===== config.mk =====
export PLATFORM = sky130hd
export DESIGN_NAME = sysex_usb_midi_packetizer_top
export DESIGN_NICKNAME = d
export VERILOG_FILES = /design/src/sv/sxump_pkg.sv /design/src/sv/sxump_packer.sv /design/src/sv/sxump_queue.sv /design/src/sv/sysex_usb_midi_packetizer_top.sv
export SDC_FILE = /design/constraint.sdc
export NUM_CORES = 1
export LEC_CHECK = 0
export BUFFER_PORTS_ARGS = -buffer_cell sky130_fd_sc_hd__buf_2
export CORE_UTILIZATION = 60
export DETAILED_ROUTE_END_ITERATION = 7
export HOLD_SLACK_MARGIN = 0.02
export PLACE_DENSITY = 0.85
export SLEW_MARGIN = 20
export SYNTH_ARGS = -nofsm -noshare
export SYNTH_HDL_FRONTEND = slang
export SYNTH_HIERARCHICAL = 1
export SYNTH_SLANG_ARGS = --single-unit

===== constraint.sdc =====
create_clock -name aclk -period 5.8 [get_ports aclk]
set_input_delay 1.16 -clock aclk [delete_from_list [all_inputs] [get_ports aclk]]
set_output_delay 1.16 -clock aclk [all_outputs]
set_load 0.01 [all_outputs]

===== src/sv/sxump_pkg.sv =====
// Package: shared types and constants for the SysEx USB-MIDI packetiser.
package sxump_pkg;

    localparam logic [2:0] CIN_WHOLE3 = 3'h3;
    localparam logic [2:0] CIN_CONT   = 3'h4;
    localparam logic [2:0] CIN_END1   = 3'h5;
    localparam logic [2:0] CIN_END2   = 3'h6;
    localparam logic [2:0] CIN_END3   = 3'h7;

    localparam int QDEPTH = 4;
    localparam int QPTR_W = $clog2(QDEPTH);
    localparam int QCNT_W = $clog2(QDEPTH + 1);

    typedef struct packed {
        logic [2:0] code_index;
        logic [7:0] first_data;
        logic [7:0] second_data;
        logic [7:0] third_data;
        logic       packet_last;
    } pkt_t;

    typedef struct packed {
        logic [1:0] n;
        pkt_t       pkt_a;
        pkt_t       pkt_b;
    } push_t;

endpackage


===== src/sv/sxump_packer.sv =====
// Packer: held group state and next-packet logic for each accepted byte.
module sxump_packer import sxump_pkg::*; (
    input  logic        aclk,
    input  logic        aresetn,
    input  logic        accept,
    input  logic [7:0]  data_byte,
    input  logic        end_of_message,
    output push_t       push
);

    logic [7:0] held_reg [3];
    logic [7:0] held_next [3];
    logic [1:0] count_reg, count_next;
    logic       nps_reg, nps_next;

    logic       full;
    logic [1:0] idx;
    logic [1:0] cnt_new;
    logic       nps_eff;
    pkt_t       grp_pkt, tail_pkt;

    always_comb begin
        full    = (count_reg == 2'd3);
        idx     = full ? 2'd0 : count_reg;
        cnt_new = idx + 2'd1;
        nps_eff = full ? 1'b0 : nps_reg;

        for (int i = 0; i < 3; i++) begin
            held_next[i] = (idx == 2'(i)) ? data_byte : held_reg[i];
        end

        grp_pkt.code_index  = CIN_CONT;
        grp_pkt.first_data  = held_reg[0];
        grp_pkt.second_data = held_reg[1];
        grp_pkt.third_data  = held_reg[2];
        grp_pkt.packet_last = 1'b0;

        tail_pkt.first_data  = held_next[0];
        tail_pkt.second_data = 8'h00;
        tail_pkt.third_data  = 8'h00;
        tail_pkt.packet_last = 1'b1;
        unique case (cnt_new)
            2'd1: tail_pkt.code_index = CIN_END1;
            2'd2: begin
                tail_pkt.code_index  = CIN_END2;
                tail_pkt.second_data = held_next[1];
            end
            default: begin
                tail_pkt.code_index  = nps_eff ? CIN_WHOLE3 : CIN_END3;
                tail_pkt.second_data = held_next[1];
                tail_pkt.third_data  = held_next[2];
            end
        endcase

        push.n     = 2'd0;
        push.pkt_a = tail_pkt;
        push.pkt_b = tail_pkt;
        if (accept) begin
            push.n = {1'b0, full} + {1'b0, end_of_message};
            if (full) begin
                push.pkt_a = grp_pkt;
            end
        end

        if (end_of_message) begin
            count_next = 2'd0;
            nps_next   = 1'b1;
        end else begin
            count_next = cnt_new;
            nps_next   = nps_eff;
        end
    end

    always_ff @(posedge aclk) begin
        if (!aresetn) begin
            count_reg <= 2'd0;
            nps_reg   <= 1'b1;
        end else if (accept) begin
            count_reg <= count_next;
            nps_reg   <= nps_next;
        end
    end

    always_ff @(posedge aclk) begin
        if (accept) begin
            for (int i = 0; i < 3; i++) begin
                held_reg[i] <= held_next[i];
            end
        end
    end

endmodule


===== src/sv/sxump_queue.sv =====
// Output queue: four packet slots, up to two pushes and one pop per cycle.
module sxump_queue import sxump_pkg::*; (
    input  logic  aclk,
    input  logic  aresetn,
    input  push_t push,
    output logic  room,
    output logic  out_valid,
    input  logic  out_ready,
    output pkt_t  out_pkt
);

    pkt_t              slot_reg [QDEPTH];
    logic [QPTR_W-1:0] wr_reg, wr_next;
    logic [QPTR_W-1:0] rd_reg, rd_next;
    logic [QCNT_W-1:0] cnt_reg, cnt_next;
    logic              pop;

    assign room      = (cnt_reg <= QCNT_W'(QDEPTH - 2));
    assign out_valid = (cnt_reg != '0);
    assign out_pkt   = slot_reg[rd_reg];
    assign pop       = out_valid && out_ready;

    always_comb begin
        wr_next  = wr_reg + QPTR_W'(push.n);
        rd_next  = rd_reg + QPTR_W'(pop);
        cnt_next = cnt_reg + QCNT_W'(push.n) - QCNT_W'(pop);
    end

    always_ff @(posedge aclk) begin
        if (!aresetn) begin
            wr_reg  <= '0;
            rd_reg  <= '0;
            cnt_reg <= '0;
        end else begin
            wr_reg  <= wr_next;
            rd_reg  <= rd_next;
            cnt_reg <= cnt_next;
        end
    end

    always_ff @(posedge aclk) begin
        if (push.n != 2'd0) begin
            slot_reg[wr_reg] <= push.pkt_a;
        end
        if (push.n == 2'd2) begin
            slot_reg[wr_reg + QPTR_W'(1)] <= push.pkt_b;
        end
    end

endmodule


===== src/sv/sysex_usb_midi_packetizer_top.sv =====
// Top level: SysEx byte stream in, USB-MIDI event packets out.
//
//  channel | dir | payload
//  s_*     | in  | tdata[7:0] data byte, tlast end of message
//  m_*     | out | tdata code index, three data bytes; tlast final packet
//
// One byte per cycle while s_tready is high. A packet is queued when the
// byte that releases it is accepted; an end-marked full-group byte yields two.
// s_tready drops while the four-slot output queue has fewer than two free
// slots, so a stalled m_ side halts s_ once three packets are waiting.
// Synchronous active-low reset empties the queue and clears the held group.
module sysex_usb_midi_packetizer_top import sxump_pkg::*; (
    input  logic        aclk,
    input  logic        aresetn,
    input  logic        s_tvalid,
    output logic        s_tready,
    input  logic [7:0]  s_tdata,   // [7:0] data_byte
    input  logic        s_tlast,   // end_of_message
    output logic        m_tvalid,
    input  logic        m_tready,
    output logic [31:0] m_tdata,   // [2:0] code_index, [10:3] first_data,
                                   // [18:11] second_data, [26:19] third_data
    output logic        m_tlast    // packet_last
);

    push_t push;
    pkt_t  head;
    logic  room;
    logic  accept;

    assign s_tready = room;
    assign accept   = s_tvalid && room;

    sxump_packer u_packer (
        .aclk           (aclk),
        .aresetn        (aresetn),
        .accept         (accept),
        .data_byte      (s_tdata),
        .end_of_message (s_tlast),
        .push           (push)
    );

    sxump_queue u_queue (
        .aclk      (aclk),
        .aresetn   (aresetn),
        .push      (push),
        .room      (room),
        .out_valid (m_tvalid),
        .out_ready (m_tready),
        .out_pkt   (head)
    );

    assign m_tdata = {5'd0, head.third_data, head.second_data, head.first_data,
                      head.code_index};
    assign m_tlast = head.packet_last;

endmodule


==> run_results.csv, run 1 <==
group,metric,value,unit
status,status,"complete, no violations",
layout,area_growth,10.7,%
worst_hold_path,min_path_cells,2,
logic_synthesis,synth.most_common_cell,"edfxtp_1",
grt,grt_max_degree,32,
grt,grt_pass1_vias,4490,
layout,drive_gt1_frac,0.346,
die,core,0.0126,mm²
setup_path,cpMostUsedCell,"and2_1",
sta,fin_crit,3.67,ns
logic_synthesis,synth_simple_gate_area_frac,0.0447,
layout,diodes,0,
cts,tritoncts,"built",
sta,period_share,0.633,
layout,nets,525,
grt,grt_pass1_wl,24.6,mm
sta,hold_slack,0.471,ns
routing,drtIter0Drc,301,
sta,clock.fmax,272,MHz
logic_synthesis,yosysSeqAreaShare,0.551,
sta,tns,0,ns
setup_path,critPathMaxStageDelay,0.87,ns
pwr,vdd_drop_max,0.225,mV
cts,path_clk_slew,0.06,ns
sta,report.final.setup_viol,0,
layout,largest_reg_flops,112,
pwr,clkPwrFrac,0.359,
setup_path,required,5.96,ns
cts,clockBufferDepth,2,
logic_synthesis,synthTopCellsByArea,"edfxtp_1 53%, mux2_1 12%, mux4_2 8.1%",
pwr,switching_share,0.256,
die,row_count,41,
logic_synthesis,synth_seq_cells,146,
routing,wl,15.8,mm
die,pin_count,48,
setup_path,crit_path_end_kind,"flip-flop",
logic_synthesis,yosys.cell_types.count,42,
pwr,p_int,2.32,mW
logic_synthesis,synth-edff-count,136,
grt,grt_usage,0.255,
placement,port_buffers,42,
logic_synthesis,synth.area.mux_share,0.310,
cts,clock-sinks,146,
cts,cts_root_buf,"clkbuf_16",
run,drv_cap,0,
sta,rsz0062_at_grt,"no",
pwr,seq_power_share,0.439,
routing,viasPerCell,6.22,
logic_synthesis,yosys.area_share.adder,0.0171,
logic_synthesis,synth-async-reset-ratio,0,
logic_synthesis,avgSynthCellArea,16.6,µm²
placement,placed_area,0.00801,mm²
routing,post_drt_wl_per_cell,23.0,µm
logic_synthesis,synth_compound_area_frac,0.0261,
layout,postLayoutCellArea,0.00861,mm²
logic_synthesis,synth_top_family_by_area,"multiplexers",
sta,maxSlewViolCount,0,
sta,fin_skew,0.0197,ns
grt,grt_overflow_total,0,
logic_synthesis,syn-cell-area,0.00778,mm²
placement,place_hpwl,9.87,mm
placement,dp_cells,655,
die,start_util,0.616,
cts,cts_made_buffers,17,
sta,relSlewSlack,0.326,
logic_synthesis,synth_top_area_frac,0.525,
logic_synthesis,synth_common_cells,"136 x edfxtp_1, 83 x mux2_1, 31 x mux2_2, 29 x mux2_4, 28 x mux4_2",
die,chipHeight,116,µm
setup_path,slowest_stage,"nor4b_4",
cts,cts_max_level,4,
worst_hold_path,hp-start,"u_queue/rd_reg[1]",
pwr,pwr-share-comb,0.202,
layout,final_cells,687,
die,dieArea,0.0134,mm²
logic_synthesis,synth_xor_area_frac,0.00579,
setup_path,cp_cell_sequence,"buf_2 > and2_1 > and2_1 > nor4b_4 > buf_4 > mux2_1",
routing,vias,4273,
pwr,p_leak,3.12,nW
pwr,power,3.12,mW
setup_path,cp_data_arrival_time,3.83,ns
cts,cts_setup_buffers,0,
setup_path,path_class,"in -> reg",
setup_path,crit_path_max_fanout,16,
cts,insertion_delay,0.43,ns
routing,dr.pass1.iters,4,
logic_synthesis,synth_top_area_cell,"edfxtp_1",
placement,gp_congestion,0.803,
setup_path,startpoint,"s_tvalid",
logic_synthesis,dominantRegCellSynth,"edfxtp_1",
pwr,switchingPower,0.799,mW
logic_synthesis,yosys_warnings,6,
cts,post_cts_resized,0,
setup_path,r2r_start,"u_queue/cnt_reg[1]",
routing,drc,0,
logic_synthesis,syn_inst,468,
grt,antenna_found_initial,0,
sta,max_slew.worst_pin.slew,1.01,ns
setup_path,start_kind,"input port",
routing,ant_nets,0,
sta,hold_viol,0,
setup_path,ff2ff_path_depth,6,
die,die_x,116,µm
pwr,powerDensity,362,mW/mm²
worst_hold_path,hold_class,"reg -> reg",
cts,ctsHoldBuffers,0,
power groups by stage:
| stage | registers [mW] | logic (mW) | clock network (mW) |
|---|---|---|---|
| CTS | 1.37 | 0.632 | 1.13 |
| global placement | 1.38 | 0.609 | 0 |
| finish | 1.37 | 0.631 | 1.12 |
| global route | 1.39 | 0.676 | 1.17 |
| detailed placement | 1.39 | 0.624 | 0 |
| floorplan | 1.33 | 0.505 | 0 |
logic make-up after synthesis:
kind of cell	after synthesis
xor+xnor	2
simple gates	54
other cells	2
compound gates	27
fa+ha+maj	10
buf+inv	50
flops	146
mux	177
cell type report:
class                   instances  area [µm²]
multi-input cells             276        3190
repair buffers                 51         278
flip-flops and latches        146        4290
inverters                      10        42.5
clock inverters                13         166
fillers                       828        4010
well taps                     172         215
clock buffers                  19         433
critical path, delay by kind of cell:
kind	cells	cell delay, ns
and+or+nand+nor	3	1.80
buffers and inverters	2	0.49
muxes	1	0.37
path summary, 6_finish.rpt:
| check | endpoint | slack (ns) |
|---|---|---|
| setup / recovery | u_queue/slot_reg[1][7] | 2.13 |
| hold / removal | u_queue/rd_reg[1] | 0.47 |
| setup reg to reg | u_queue/slot_reg[1][7] | 2.38 |
| hold reg to reg | u_queue/rd_reg[1] | 0.47 |
metal layers:
metal | wire length (µm) | share of wire | global-route usage | up-vias
met4 | 277 | 0.018 | 0.0966 | 0
met1 | 6520 | 0.41 | 0.327 | 2207
met5 | 0 | 0 | 0 | -
met3 | 1100 | 0.070 | 0.0737 | 23
li1 | - | - | - | 1880
met2 | 7900 | 0.50 | 0.414 | 163
cell usage in the layout, fill, tap and decap left out, types with 2 or more instances in the layout:
cell,instances
o21ai_0,3
nor2_1,4
buf_4,9
mux2_1,83
mux4_2,28
conb_1,6
dfxtp_1,9
mux2i_1,6
clkinv_1,4
nor2b_1,4
clkbuf_16,17
a22o_1,15
ha_1,9
bufinv_16,4
buf_2,42
a21oi_1,2
clkbuf_1,2
and2_1,21
clkinv_2,4
nor2_2,2
nand3_1,2
nand2_1,6
nand3b_1,2
mux2_4,29
nand2b_1,3
clkinvlp_4,2
o21ai_1,2
xnor3_1,2
inv_1,8
mux2_2,31
edfxtp_1,136
through the flow:
stage,utilization,worst slack [ns]
after floorplan,-,0.934
after global placement,0.634,1.83
after detailed placement,0.634,1.72
after CTS,0.682,2.15
after global routing,0.682,2.01
final,0.682,2.13
(Power assumes the default switching activity.)
==> run 2: changes to the inputs <==
ABC_AREA = 1   (was unset)
clock period = 3.8 ns   (was 5.8 ns; I/O delays follow)
==> run 2 against run 1 <==
  * Via count is 39% higher
  * Synthesized cell count is 83% higher
  * Clock-buffer cell count is 3 higher
  * Non-clock buffer count is 7 higher
  * Cell area is 2.8% lower
  * Sequential share of layout area is 1.4 points higher
  * Critical path depth is 1 lower
  * Global-route usage is 0.96 points higher
  * Area after synthesis is 0.51% higher
  * Clock skew is 0.013 ns lower
  * Power is 49% higher
  * Largest cell class unchanged
  * Largest power group unchanged
==> run_results.csv, run 2 <==
group,metric,value,unit
setup_path,critPathMaxStageDelay,0.49,ns
pwr,switchingPower,1.47,mW
cts,clock-sinks,146,
sta,maxSlewViolCount,0,
die,dieArea,0.0135,mm²
die,core,0.0127,mm²
layout,area_growth,7.06,%
logic_synthesis,synth.most_common_cell,"nand2_1",
worst_hold_path,hold_class,"reg -> reg",
sta,period_share,0.774,
die,die_x,116,µm
logic_synthesis,synth_top_area_cell,"edfxtp_1",
worst_hold_path,holdPathEnd,"u_packer/nps_reg",
sta,hold_viol,0,
cts,clockBufferDepth,2,
worst_hold_path,hp-start,"u_packer/nps_reg",
layout,num-fill-cells,1004,
logic_synthesis,dominantRegCellSynth,"edfxtp_1",
sta,max_slew.worst_pin.slew,0.905,ns
logic_synthesis,yosysSeqAreaShare,0.548,
grt,grt_pass1_wl,26.4,mm
grt,grt_overflow_total,0,
die,row_count,41,
status,status,"complete, no violations",
sta,relSlewSlack,0.396,
worst_hold_path,min_path_cells,2,
pwr,p_int,3.17,mW
grt,grt_usage,0.265,
routing,drtIter0Drc,671,
grt,grt_max_degree,57,
pwr,switching_share,0.317,
placement,pre_cts_ws,1.14,ns
logic_synthesis,syn_inst,857,
setup_path,crit_path_max_fanout,56,
cts,ctsHoldBuffers,0,
logic_synthesis,synth-edff-count,136,
routing,vias,5933,
logic_synthesis,synth_common_cells,"258 x nand2_1, 136 x edfxtp_1, 126 x o21ai_0, 67 x nor2_1, 47 x inv_1",
die,start_util,0.617,
setup_path,ff2ff_path_depth,7,
die,chipHeight,116,µm
sta,worst_slack,0.858,ns
setup_path,reg2reg_slack,1.33,ns
setup_path,path_class,"reg -> out",
logic_synthesis,yosys_warnings,6,
run,drv_cap,0,
placement,port_buffers,42,
cts,cts_setup_buffers,0,
setup_path,start_kind,"flip-flop",
routing,drc,0,
cts,tritoncts,"built",
cts,insertion_delay,0.42,ns
setup_path,slowest_stage,"dfxtp_2",
setup_path,critPathTopFamily,"buffers and inverters",
cts,cts_max_level,4,
logic_synthesis,synth_top_area_frac,0.522,
logic_synthesis,yosys.cell_types.count,30,
layout,drive_gt1_frac,0.130,
logic_synthesis,avgSynthCellArea,9.12,µm²
sta,clock.fmax,340,MHz
logic_synthesis,synth-async-reset-ratio,0,
routing,viasPerCell,5.66,
sta,tns,0,ns
layout,diodes,0,
logic_synthesis,synthTopCellsByArea,"edfxtp_1 52%, nand2_1 12%, o21ai_0 8.1%",
setup_path,required,3.04,ns
pwr,pwr-share-comb,0.255,
setup_path,crit_path_end_kind,"output pin",
layout,final_cell_mix,"258 x nand2_1, 136 x edfxtp_1, 126 x o21ai_0",
pwr,vdd_drop_max,0.294,mV
die,pin_count,48,
setup_path,reg2reg_to,"u_queue/slot_reg[3][13]",
routing,ant_nets,0,
layout,nets,892,
routing,post_drt_wl_per_cell,16.0,µm
setup_path,r2r_start,"u_packer/count_reg[0]",
pwr,powerDensity,555,mW/mm²
logic_synthesis,synth_seq_cells,146,
sta,fin_crit,2.94,ns
grt,antenna_found_initial,0,
placement,place_hpwl,10.6,mm
grt,grt_pass1_vias,5327,
sta,fin_skew,0.00653,ns
cts,post_cts_resized,0,
sta,report.final.setup_viol,0,
layout,largest_reg_flops,112,
pwr,p_leak,3.27,nW
cts,cts_root_buf,"clkbuf_16",
setup_path,critPathBufInv,3,
layout,final_common_cell,"nand2_1",
setup_path,cp_data_arrival_time,2.18,ns
routing,wl,16.8,mm
pwr,seq_power_share,0.451,
setup_path,cp_cell_sequence,"inv_1 > buf_4 > o21ai_0 > o22ai_1 > buf_2",
cts,cts_made_buffers,17,
sta,rsz0062_at_grt,"no",
pwr,clkPwrFrac,0.294,
cts,path_clk_slew,0.05,ns
placement,gp_congestion,0.852,
logic_synthesis,syn-cell-area,0.00782,mm²
routing,dr.pass1.iters,6,
==> run 2: worst max path at each step <==
stage	start	cells past startpoint	to
after floorplan	s_tvalid	7	u_queue/slot_reg[0][0]
after CTS	u_queue/rd_reg[0]	5	m_tdata[23]
after global routing	u_queue/rd_reg[1]	4	m_tdata[23]
after global placement	s_tlast	7	u_queue/slot_reg[2][14]
after detailed placement	s_tlast	7	u_queue/slot_reg[2][12]
final	u_queue/rd_reg[0]	5	m_tdata[22]
==> run 2: worst reg2reg max path, cell delays in order (launching register included) <==
cell     delay [ns]
dfxtp_1        0.40
ha_1           0.30
ha_1           0.27
nand2_1        0.07
inv_1          0.11
nor2_1         0.63
o31ai_4        0.09
buf_4          0.29
==> run 2: cells by family (layout without fill, tap and decap cells) <==
logic type | count (synthesis) | count (layout) | share of synthesized area
compound gates | 222 | 222 | 0.157
xor+xnor | 2 | 2 | 0.00224
fa+ha+maj | 10 | 10 | 0.0170
buf+inv | 121 | 136 | 0.0935
flops | 146 | 146 | 0.548
other cells | 2 | 6 | 0.000961
simple gates | 354 | 354 | 0.181
==> run 2: final cells by class <==
cell class,count,area [µm²],share of cell area
multi-input combinational,594,2870,0.343
clock inverter,4,16.3,0.00194
sequential,146,4290,0.512
clock buffer,22,444,0.0531
inverter,52,205,0.0245
tap,172,215,0.0257
timing repair buffer,58,330,0.0395
==> run 2: power by group through the flow <==
stage / Sequential, mW / Combinational [mW] / Clock, mW
after global routing: 2.11 / 1.34 / 1.44
after detailed placement: 2.12 / 1.18 / 0
after CTS: 2.09 / 1.18 / 1.38
after floorplan: 2.07 / 0.889 / 0
after global placement: 2.11 / 1.13 / 0
final: 2.09 / 1.18 / 1.37
==> run 2: through the flow <==
stage	cells	cell area [µm²]	hold WS [ns]	util	power, mW
floorplan	861	7830	0.443	-	2.96
global placement	1022	7910	0.462	0.624	3.25
detailed placement	1022	7910	0.478	0.624	3.30
CTS	1048	8370	0.487	0.661	4.65
global route	1048	8370	0.495	0.661	4.89
finish	1048	8370	0.486	0.661	4.64
==> run 2: layer usage <==
layer / wire (µm) / GRT usage / part of all wire / up-vias
li1: - / - / - / 2912
met1: 7120 / 0.351 / 0.42 / 2692
met2: 8000 / 0.422 / 0.48 / 301
met3: 1310 / 0.0498 / 0.078 / 28
met4: 366 / 0.132 / 0.022 / 0
met5: 0 / 0 / 0 / -
